$ cat config.mk
export PLATFORM = sky130hd
export DESIGN_NAME = tga_rle_pixel_decoder_top
export DESIGN_NICKNAME = d
export VERILOG_FILES = /design/src/sv/tga_dec_pkg.sv /design/src/sv/tga_dec_parser.sv /design/src/sv/tga_rle_pixel_decoder_top.sv
export SDC_FILE = /design/constraint.sdc
export NUM_CORES = 1
export LEC_CHECK = 0
export BUFFER_PORTS_ARGS = -buffer_cell sky130_fd_sc_hd__buf_2
export CAP_MARGIN = 20
export CORE_ASPECT_RATIO = 1.5
export CORE_MARGIN = 2
export CORE_UTILIZATION = 37
export DETAILED_ROUTE_END_ITERATION = 8
export PLACE_DENSITY_LB_ADDON = 0.25
export SLEW_MARGIN = 20
export SYNTH_ARGS = -nofsm -noshare
export SYNTH_HDL_FRONTEND = slang
export SYNTH_SLANG_ARGS = --single-unit
$ cat constraint.sdc
create_clock -name clock -period 14.45 [get_ports clock]
set_clock_uncertainty 0.2 [all_clocks]
set_input_delay 2.89 -clock clock [delete_from_list [all_inputs] [get_ports clock]]
set_output_delay 2.89 -clock clock [all_outputs]
set_load 0.02 [all_outputs]
$ cat src/sv/tga_dec_pkg.sv
// ----------------------------------------------------------------------------
// tga_dec_pkg
// shared types, register indexes and colour unpacking for the targa decoder
// ----------------------------------------------------------------------------
package tga_dec_pkg;

   localparam int unsigned BYTE_W  = 8;
   localparam int unsigned WORD_W  = 32;
   localparam int unsigned COUNT_W = 8;
   localparam int unsigned SLOT_W  = 2;
   localparam int unsigned BPP_W   = 3;
   localparam int unsigned CSR_IDX_W = 2;

   // configuration register indexes
   typedef enum logic [CSR_IDX_W-1:0] {
      CSR_RLE_ENABLE  = 2'd0,
      CSR_PIXEL_BYTES = 2'd1,
      CSR_PIXEL_TOTAL = 2'd2
   } csr_index_type;

   localparam logic [BPP_W-1:0] BPP_TWO   = 3'd2;
   localparam logic [BPP_W-1:0] BPP_THREE = 3'd3;
   localparam logic [BPP_W-1:0] BPP_FOUR  = 3'd4;

   localparam logic [BYTE_W-1:0] RUN_LEN_MASK = 8'h7F;
   localparam logic [BYTE_W-1:0] ALPHA_MASK   = 8'h80;
   localparam logic [BYTE_W-1:0] RED_MASK     = 8'h7C;
   localparam logic [BYTE_W-1:0] GREEN_HI_MASK = 8'h03;
   localparam logic [BYTE_W-1:0] GREEN_LO_MASK = 8'hE0;
   localparam logic [BYTE_W-1:0] BLUE_MASK    = 8'h1F;
   localparam logic [BYTE_W-1:0] ALPHA_OPAQUE = 8'hFF;

   typedef struct packed {
      logic [BYTE_W-1:0]  red;
      logic [BYTE_W-1:0]  green;
      logic [BYTE_W-1:0]  blue;
      logic [BYTE_W-1:0]  alpha;
      logic [WORD_W-1:0]  start_index;
      logic [COUNT_W-1:0] repeat_count;
      logic               image_done;
   } result_type;

   typedef struct packed {
      logic [BYTE_W-1:0] red;
      logic [BYTE_W-1:0] green;
      logic [BYTE_W-1:0] blue;
      logic [BYTE_W-1:0] alpha;
   } rgba_type;

   // bytes per pixel, out-of-range values clamped to 2 or 4
   function automatic logic [BPP_W-1:0] clamp_bpp(input logic [BPP_W-1:0] bpp);
      logic [BPP_W-1:0] len;
      if (bpp <= BPP_TWO) begin
         len = BPP_TWO;
      end else if (bpp == BPP_THREE) begin
         len = BPP_THREE;
      end else begin
         len = BPP_FOUR;
      end
      return len;
   endfunction

   // assembled little-endian pixel word to rgba
   function automatic rgba_type pixel_to_rgba(input logic [WORD_W-1:0] word,
                                              input logic [BPP_W-1:0]  len);
      logic [BYTE_W-1:0] b0, b1, b2, b3;
      rgba_type          c;
      b0 = word[7:0];
      b1 = word[15:8];
      b2 = word[23:16];
      b3 = word[31:24];
      if (len == BPP_FOUR) begin
         c = '{red: b2, green: b1, blue: b0, alpha: b3};
      end else if (len == BPP_THREE) begin
         c = '{red: b2, green: b1, blue: b0, alpha: ALPHA_OPAQUE};
      end else begin
         // 1-5-5-5 word, each colour field widened by a left shift of three, alpha bit kept as bit 7
         c.red   = (b1 & RED_MASK) << 1;
         c.green = ((b1 & GREEN_HI_MASK) << 6) | ((b0 & GREEN_LO_MASK) >> 2);
         c.blue  = (b0 & BLUE_MASK) << 3;
         c.alpha = b1 & ALPHA_MASK;
      end
      return c;
   endfunction

endpackage

$ cat src/sv/tga_dec_parser.sv
// ----------------------------------------------------------------------------
// tga_dec_parser
// packet and pixel state of the decoder, one byte per step
// ----------------------------------------------------------------------------
module tga_dec_parser (
   input  logic                                  clock,
   input  logic                                  reset,
   input  logic                                  step,
   input  logic [tga_dec_pkg::BYTE_W-1:0]        data_byte,
   input  logic                                  rle_enable,
   input  logic [tga_dec_pkg::BPP_W-1:0]         pixel_bytes,
   input  logic [tga_dec_pkg::WORD_W-1:0]        pixel_total,
   output logic                                  has_result,
   output tga_dec_pkg::result_type               result
);
   import tga_dec_pkg::*;

   logic                expect_header_ff, expect_header_in;
   logic [SLOT_W-1:0]   slot_ff, slot_in;
   logic [WORD_W-1:0]   shift_ff, shift_in;
   logic                is_run_ff, is_run_in;
   logic [COUNT_W-1:0]  left_ff, left_in;
   logic [WORD_W-1:0]   position_ff, position_in;

   logic [BPP_W-1:0]    len;
   logic [WORD_W-1:0]   shift_ins;
   logic [SLOT_W-1:0]   slot_next;
   logic [WORD_W-1:0]   remaining;
   logic [COUNT_W-1:0]  run_count;
   logic [COUNT_W-1:0]  count;
   logic [COUNT_W-1:0]  left_after;
   logic                done;
   rgba_type            colour;

   always_comb begin
      len        = clamp_bpp(pixel_bytes);
      shift_ins  = shift_ff | (WORD_W'(data_byte) << {slot_ff, 3'b000});
      slot_next  = slot_ff + 1'b1;
      remaining  = (position_ff < pixel_total) ? (pixel_total - position_ff)
                                               : WORD_W'(1);
      run_count  = (left_ff == '0) ? COUNT_W'(1) : left_ff;
      count      = COUNT_W'(1);
      left_after = left_ff;
      if (rle_enable) begin
         if (is_run_ff) begin
            count = (WORD_W'(run_count) > remaining) ? remaining[COUNT_W-1:0]
                                                    : run_count;
            left_after = '0;
         end else if (left_ff != '0) begin
            left_after = left_ff - 1'b1;
         end
      end
      done   = (WORD_W'(count) >= remaining);
      colour = pixel_to_rgba(shift_ins, len);

      result.red          = colour.red;
      result.green        = colour.green;
      result.blue         = colour.blue;
      result.alpha        = colour.alpha;
      result.start_index  = position_ff;
      result.repeat_count = count;
      result.image_done   = done;

      // the presented byte would complete a pixel, independent of step
      has_result       = !(rle_enable && expect_header_ff)
                         && !(slot_next != '0 && {1'b0, slot_next} < len);
      expect_header_in = expect_header_ff;
      slot_in          = slot_ff;
      shift_in         = shift_ff;
      is_run_in        = is_run_ff;
      left_in          = left_ff;
      position_in      = position_ff;

      if (step) begin
         if (rle_enable && expect_header_ff) begin
            // packet header byte
            is_run_in        = data_byte[BYTE_W-1];
            left_in          = {1'b0, data_byte[BYTE_W-2:0] & RUN_LEN_MASK[BYTE_W-2:0]}
                               + 1'b1;
            expect_header_in = 1'b0;
            slot_in          = '0;
            shift_in         = '0;
         end else if (slot_next != '0 && {1'b0, slot_next} < len) begin
            // pixel still incomplete
            slot_in  = slot_next;
            shift_in = shift_ins;
         end else begin
            slot_in     = '0;
            shift_in    = '0;
            position_in = position_ff + WORD_W'(count);
            if (rle_enable) begin
               left_in = left_after;
               if (left_after == '0) begin
                  expect_header_in = 1'b1;
               end
            end
            if (done) begin
               expect_header_in = 1'b1;
               is_run_in        = 1'b0;
               left_in          = '0;
               position_in      = '0;
            end
         end
      end
   end

   always_ff @(posedge clock) begin
      if (reset) begin
         expect_header_ff <= 1'b1;
         slot_ff          <= '0;
         shift_ff         <= '0;
         is_run_ff        <= 1'b0;
         left_ff          <= '0;
         position_ff      <= '0;
      end else begin
         expect_header_ff <= expect_header_in;
         slot_ff          <= slot_in;
         shift_ff         <= shift_in;
         is_run_ff        <= is_run_in;
         left_ff          <= left_in;
         position_ff      <= position_in;
      end
   end

endmodule

$ cat src/sv/tga_rle_pixel_decoder_top.sv
// ----------------------------------------------------------------------------
// tga_rle_pixel_decoder_top
// a byte is held in the input register, and its result then in the result register driving rsp_
// throughput: one byte per cycle, unless a result waits on a full result register held by rsp_stall
// a byte that completes no pixel (packet header, partial pixel) gives no result
// reset: synchronous, active high; clears the stream state and loads
// rle_enable = 1, pixel_bytes = 4, pixel_total = 1
// ----------------------------------------------------------------------------
module tga_rle_pixel_decoder_top (
   input  logic                                   clock,
   input  logic                                   reset,
   // configuration write port
   input  logic                                   csr_write_enable,
   input  logic [tga_dec_pkg::CSR_IDX_W-1:0]      csr_index,
   input  logic [tga_dec_pkg::WORD_W-1:0]         csr_write_data,
   // byte request channel
   input  logic                                   req_valid,
   output logic                                   req_stall,
   input  logic [tga_dec_pkg::BYTE_W-1:0]         req_data_byte,
   // pixel response channel
   output logic                                   rsp_valid,
   input  logic                                   rsp_stall,
   output logic [tga_dec_pkg::BYTE_W-1:0]         rsp_red,
   output logic [tga_dec_pkg::BYTE_W-1:0]         rsp_green,
   output logic [tga_dec_pkg::BYTE_W-1:0]         rsp_blue,
   output logic [tga_dec_pkg::BYTE_W-1:0]         rsp_alpha,
   output logic [tga_dec_pkg::WORD_W-1:0]         rsp_start_index,
   output logic [tga_dec_pkg::COUNT_W-1:0]        rsp_repeat_count,
   output logic                                   rsp_image_done
);
   import tga_dec_pkg::*;

   // configuration registers
   logic               rle_enable_ff;
   logic [BPP_W-1:0]   pixel_bytes_ff;
   logic [WORD_W-1:0]  pixel_total_ff;

   // input register holding one request byte
   logic               in_valid_ff;
   logic [BYTE_W-1:0]  in_byte_ff;

   // result register
   logic               out_valid_ff;
   result_type         out_ff;

   logic               has_result;
   result_type         result;
   logic               out_free;
   logic               advance;
   logic               req_take;

   always_ff @(posedge clock) begin
      if (reset) begin
         rle_enable_ff  <= 1'b1;
         pixel_bytes_ff <= BPP_FOUR;
         pixel_total_ff <= WORD_W'(1);
      end else if (csr_write_enable) begin
         case (csr_index)
            CSR_RLE_ENABLE:  rle_enable_ff  <= csr_write_data[0];
            CSR_PIXEL_BYTES: pixel_bytes_ff <= csr_write_data[BPP_W-1:0];
            CSR_PIXEL_TOTAL: pixel_total_ff <= csr_write_data;
            default:         ;  // unmapped index, write dropped
         endcase
      end
   end

   // the result register is free when empty or being taken this cycle
   assign out_free  = !out_valid_ff || !rsp_stall;
   // the held byte moves on unless its result would have nowhere to go
   assign advance   = in_valid_ff && (!has_result || out_free);
   assign req_stall = in_valid_ff && !advance;
   assign req_take  = req_valid && !req_stall;

   always_ff @(posedge clock) begin
      if (reset) begin
         in_valid_ff <= 1'b0;
      end else if (req_take) begin
         in_valid_ff <= 1'b1;
      end else if (advance) begin
         in_valid_ff <= 1'b0;
      end
   end

   always_ff @(posedge clock) begin
      if (req_take) begin
         in_byte_ff <= req_data_byte;
      end
   end

   // packet and pixel state, stepped once per held byte
   tga_dec_parser u_parser (
      .clock       (clock),
      .reset       (reset),
      .step        (advance),
      .data_byte   (in_byte_ff),
      .rle_enable  (rle_enable_ff),
      .pixel_bytes (pixel_bytes_ff),
      .pixel_total (pixel_total_ff),
      .has_result  (has_result),
      .result      (result)
   );

   always_ff @(posedge clock) begin
      if (reset) begin
         out_valid_ff <= 1'b0;
      end else if (advance && has_result) begin
         out_valid_ff <= 1'b1;
      end else if (!rsp_stall) begin
         out_valid_ff <= 1'b0;
      end
   end

   always_ff @(posedge clock) begin
      if (advance && has_result) begin
         out_ff <= result;
      end
   end

   assign rsp_valid        = out_valid_ff;
   assign rsp_red          = out_ff.red;
   assign rsp_green        = out_ff.green;
   assign rsp_blue         = out_ff.blue;
   assign rsp_alpha        = out_ff.alpha;
   assign rsp_start_index  = out_ff.start_index;
   assign rsp_repeat_count = out_ff.repeat_count;
   assign rsp_image_done   = out_ff.image_done;

`ifndef SYNTHESIS
   // every result covers at least one pixel
   assert_repeat_nonzero: assert property (@(posedge clock) disable iff (reset)
      rsp_valid |-> (rsp_repeat_count != '0))
      else $error("result with zero repeat count");

   // raw mode never yields runs
   assert_raw_single: assert property (@(posedge clock) disable iff (reset)
      (rsp_valid && !rle_enable_ff) |-> (rsp_repeat_count == COUNT_W'(1)))
      else $error("raw mode result covers more than one pixel");

   // a byte blocked by a full result register is still held next cycle
   assert_byte_held: assert property (@(posedge clock) disable iff (reset)
      (in_valid_ff && !advance) |=> (in_valid_ff && $stable(in_byte_ff)))
      else $error("held request byte lost while blocked");

   // nothing is offered straight after reset
   assert_reset_empty: assert property (@(posedge clock)
      (!reset && $past(reset)) |-> (!rsp_valid && !in_valid_ff))
      else $error("pipeline not empty after reset");
`endif

endmodule

==> results.toml <==
[timing]
slew_headroom = 0.3600
rsz0062_at_grt = "false"
setup_tns_ps = 0
fmax_mhz = 128.2
finalCriticalPeriod_ps = 7799
tightest_slew_ps = 955.8
hold_viol_final = 0
setup_violations = 0
drv_slew = 0
period_share = 0.5397

[worst_setup_path]
worstSetupEndpointType = "register"
start_kind = "register"
path_class = "reg2reg"
worstPathRequired_ps = 14560
worst-path-buf-inv = 3
crit_slowest_cell = "a211oi_2"
path_common_cell = "o21a_1"
reg2regPathDepth = 34
rr_endpoint = "u_parser.left_ff[3]$_SDFFE_PP0P_"
cpPeakStageDelay_ps = 620
critPathMaxFanout = 13
crit_arrival_ps = 7910
r2r_start = "pixel_total_ff[0]$_SDFFE_PP1P_"
cp_top_family = "compound AO/OA/AOI/OAI gates"
ff2ff_setup_slack_ps = 6650

[clocking]
clock_latency_ps = 470
cts_buffer_depth = 2
cts_resized = 0
clk_transition_reported_paths_ps = 80
cts_sinks = 195
cts_setup_buffers = 0
ctsHoldBuffers = 0
clock-root-buffer = "clkbuf_16"
cts_tree = "yes"
htree_levels = 4
cts_inserted_buffers = 17

[synthesis]
synth_seq_cells = 195
synth_area_per_cell_um2 = 8.985
syn_inst = 1177
synthTopCellsByCount = "nand2_1 (146), a21oi_1 (133), dfxtp_1 (114)"
synth.top_cells.by_area = "edfxtp_1 (23%), dfxtp_1 (22%), ha_1 (7.3%), a21oi_1 (6.3%), nand2_1 (5.2%)"
synth_edf_count = 81
yosysMostFrequentCell = "nand2_1"
synth_cell_type_count = 70
yosysSeqAreaShare = 0.4458
ys.flop_type = "dfxtp_1"
synth.largest_area_cell = "edfxtp_1"
async_flop_share = 0
synth_area_mm2 = 0.01058
yosysWarnings = 0
post-synth-top-area-fraction = 0.2300
syn_nets = 1288

[routing]
wl_per_cell_um = 18.07
dr.pass1.iters = 5
vias = 8899
drc = 0
ant_nets = 0
drt_iter0_drc = 558
routed_via_density = 5.490
wl_um = 29300

[place]
hpwlAfterDp_um = 21980
gp_congestion = 0.9446
port_buffers = 121
dp_cells = 1587

[floorplan]
core_mm2 = 0.02806
die_x_um = 142.0
start_util = 0.3769
pin_count = 122
design.die.area_mm2 = 0.02998
rows = 75
die_h_um = 211.1

[grt]
grt_pass1_wl_um = 45650
grt_pass1_vias = 8768
grt_overflow = 0
antenna_found_initial = 0
grtUsageTotal = 0.1978
grt_max_degree = 58

[final_layout]
drive_gt1_frac = 0.1452
fin_cells = 1621
syn2layout_area_growth_pct = 14.11
nNetsFinal = 1372

[power_and_ir_drop]
peakVddDrop_v = 0.00009945
power_mw = 1.355
p_per_area_mw_per_mm2 = 112.2
leakage_nw = 4.701

[min_path]
min_path_cells = 0
hp-class = "reg2reg"
min_to = "rsp_start_index[12]$_DFFE_PP_"
worstHoldStart = "u_parser.position_ff[12]$_SDFFE_PP0P_"

[job]
drv_cap = 0

[outcome]
outcome = "finished, final reports clean"
==> per-layer routing <==
layer	routed length (um)	vias to the layer above	global-route usage
li1	-	4409	-
met1	11490	4199	0.2126
met2	15410	220	0.3632
met3	1056	71	0.03174
met4	1342	0	0.1128
met5	0	-	0
==> sequential cells by signal, indices dropped and copies added (netlist names) <==
signal / count
rsp_blue: 8
u_parser.slot_ff: 2
pixel_bytes_ff: 3
rsp_start_index: 32
u_parser.is_run_ff: 1
rsp_image_done: 1
u_parser.expect_header_ff: 1
rsp_red: 8
rsp_repeat_count: 8
u_parser.position_ff: 32
rsp_green: 8
u_parser.shift_ff: 32
pixel_total_ff: 32
rle_enable_ff: 1
rsp_alpha: 8
in_valid_ff: 1
in_byte_ff: 8
u_parser.left_ff: 8
rsp_valid: 1
==> logic make-up (layout without fill, tap and decap cells) <==
| kind of cell | Yosys count | after routing | share of synthesized area |
|---|---|---|---|
| simple gates | 404 | 404 | 0.1784 |
| flops | 195 | 195 | 0.4458 |
| xor+xnor | 48 | 48 | 0.03975 |
| mux | 25 | 25 | 0.02390 |
| other cells | 0 | 1 | 0 |
| buf+inv | 129 | 226 | 0.04709 |
| fa+ha+maj | 64 | 64 | 0.07714 |
| compound gates | 312 | 312 | 0.1879 |
==> how the worst max path moves through the flow <==
stage	from	end	slack [ps]	depth (start not counted)
6_report	pixel_total_ff[0]$_SDFFE_PP1P_	u_parser.left_ff[3]$_SDFFE_PP0P_	6650	34
5_1_grt	u_parser.position_ff[11]$_SDFFE_PP0P_	u_parser.left_ff[1]$_SDFFE_PP0P_	5990	32
4_1_cts	u_parser.position_ff[0]$_SDFFE_PP0P_	u_parser.left_ff[1]$_SDFFE_PP0P_	6650	33
3_5_place_dp	u_parser.position_ff[0]$_SDFFE_PP0P_	u_parser.left_ff[6]$_SDFFE_PP0P_	6720	33
3_3_place_gp	u_parser.position_ff[5]$_SDFFE_PP0P_	u_parser.left_ff[1]$_SDFFE_PP0P_	6830	32
2_1_floorplan	u_parser.position_ff[28]$_SDFFE_PP0P_	u_parser.expect_header_ff$_SDFFE_PP1P_	7360	31
==> area by class of cell <==
| class | count | area (um2) |
|---|---|---|
| clock buffer | 18 | 429.2 |
| multi-input combinational | 853 | 5381 |
| timing repair buffer | 132 | 715.7 |
| sequential | 195 | 4715 |
| inverter | 62 | 234.0 |
| tap | 346 | 432.9 |
| antenna | 1 | 2.502 |
| clock inverter | 14 | 157.7 |
| fill | 2759 | 15990 |
==> per-stage QoR <==
step	hold slack (ps)	setup WS [ps]	cell area (um2)	utilization
after detailed placement	226.8	6715	11450	0.4080
after floorplan	208.2	7357	10580	-
final	250.5	6651	12070	0.4301
after global routing	287.5	5990	12070	0.4300
after CTS	257.3	6653	12040	0.4289
after global placement	227.6	6833	11430	0.4073
==> placed cells by master (no fill, tap or decap), drive strengths merged, types with 7 or more instances in the layout <==
cell type / instances
a211oi: 12
a21o: 19
a21oi: 137
a221oi: 9
a31oi: 16
and3: 15
buf: 132
clkbuf: 18
clkinv: 7
dfxtp: 114
edfxtp: 81
ha: 62
inv: 68
mux2i: 23
nand2: 146
nand3: 31
nand4: 20
nor2: 106
nor3: 29
nor4: 11
o21a: 17
o21ai: 39
o21bai: 7
o31ai: 11
or4: 8
xnor2: 42
==> report_power, final <==
group | leakage (nW) | total (mW) | switching [mW] | internal (mW)
registers | 1.65 | 0.605 | 0.0199 | 0.585
logic | 2.77 | 0.276 | 0.169 | 0.107
clock network | 0.286 | 0.474 | 0.241 | 0.232
total | 4.70 | 1.35 | 0.430 | 0.925
(Power assumes the default switching activity.)
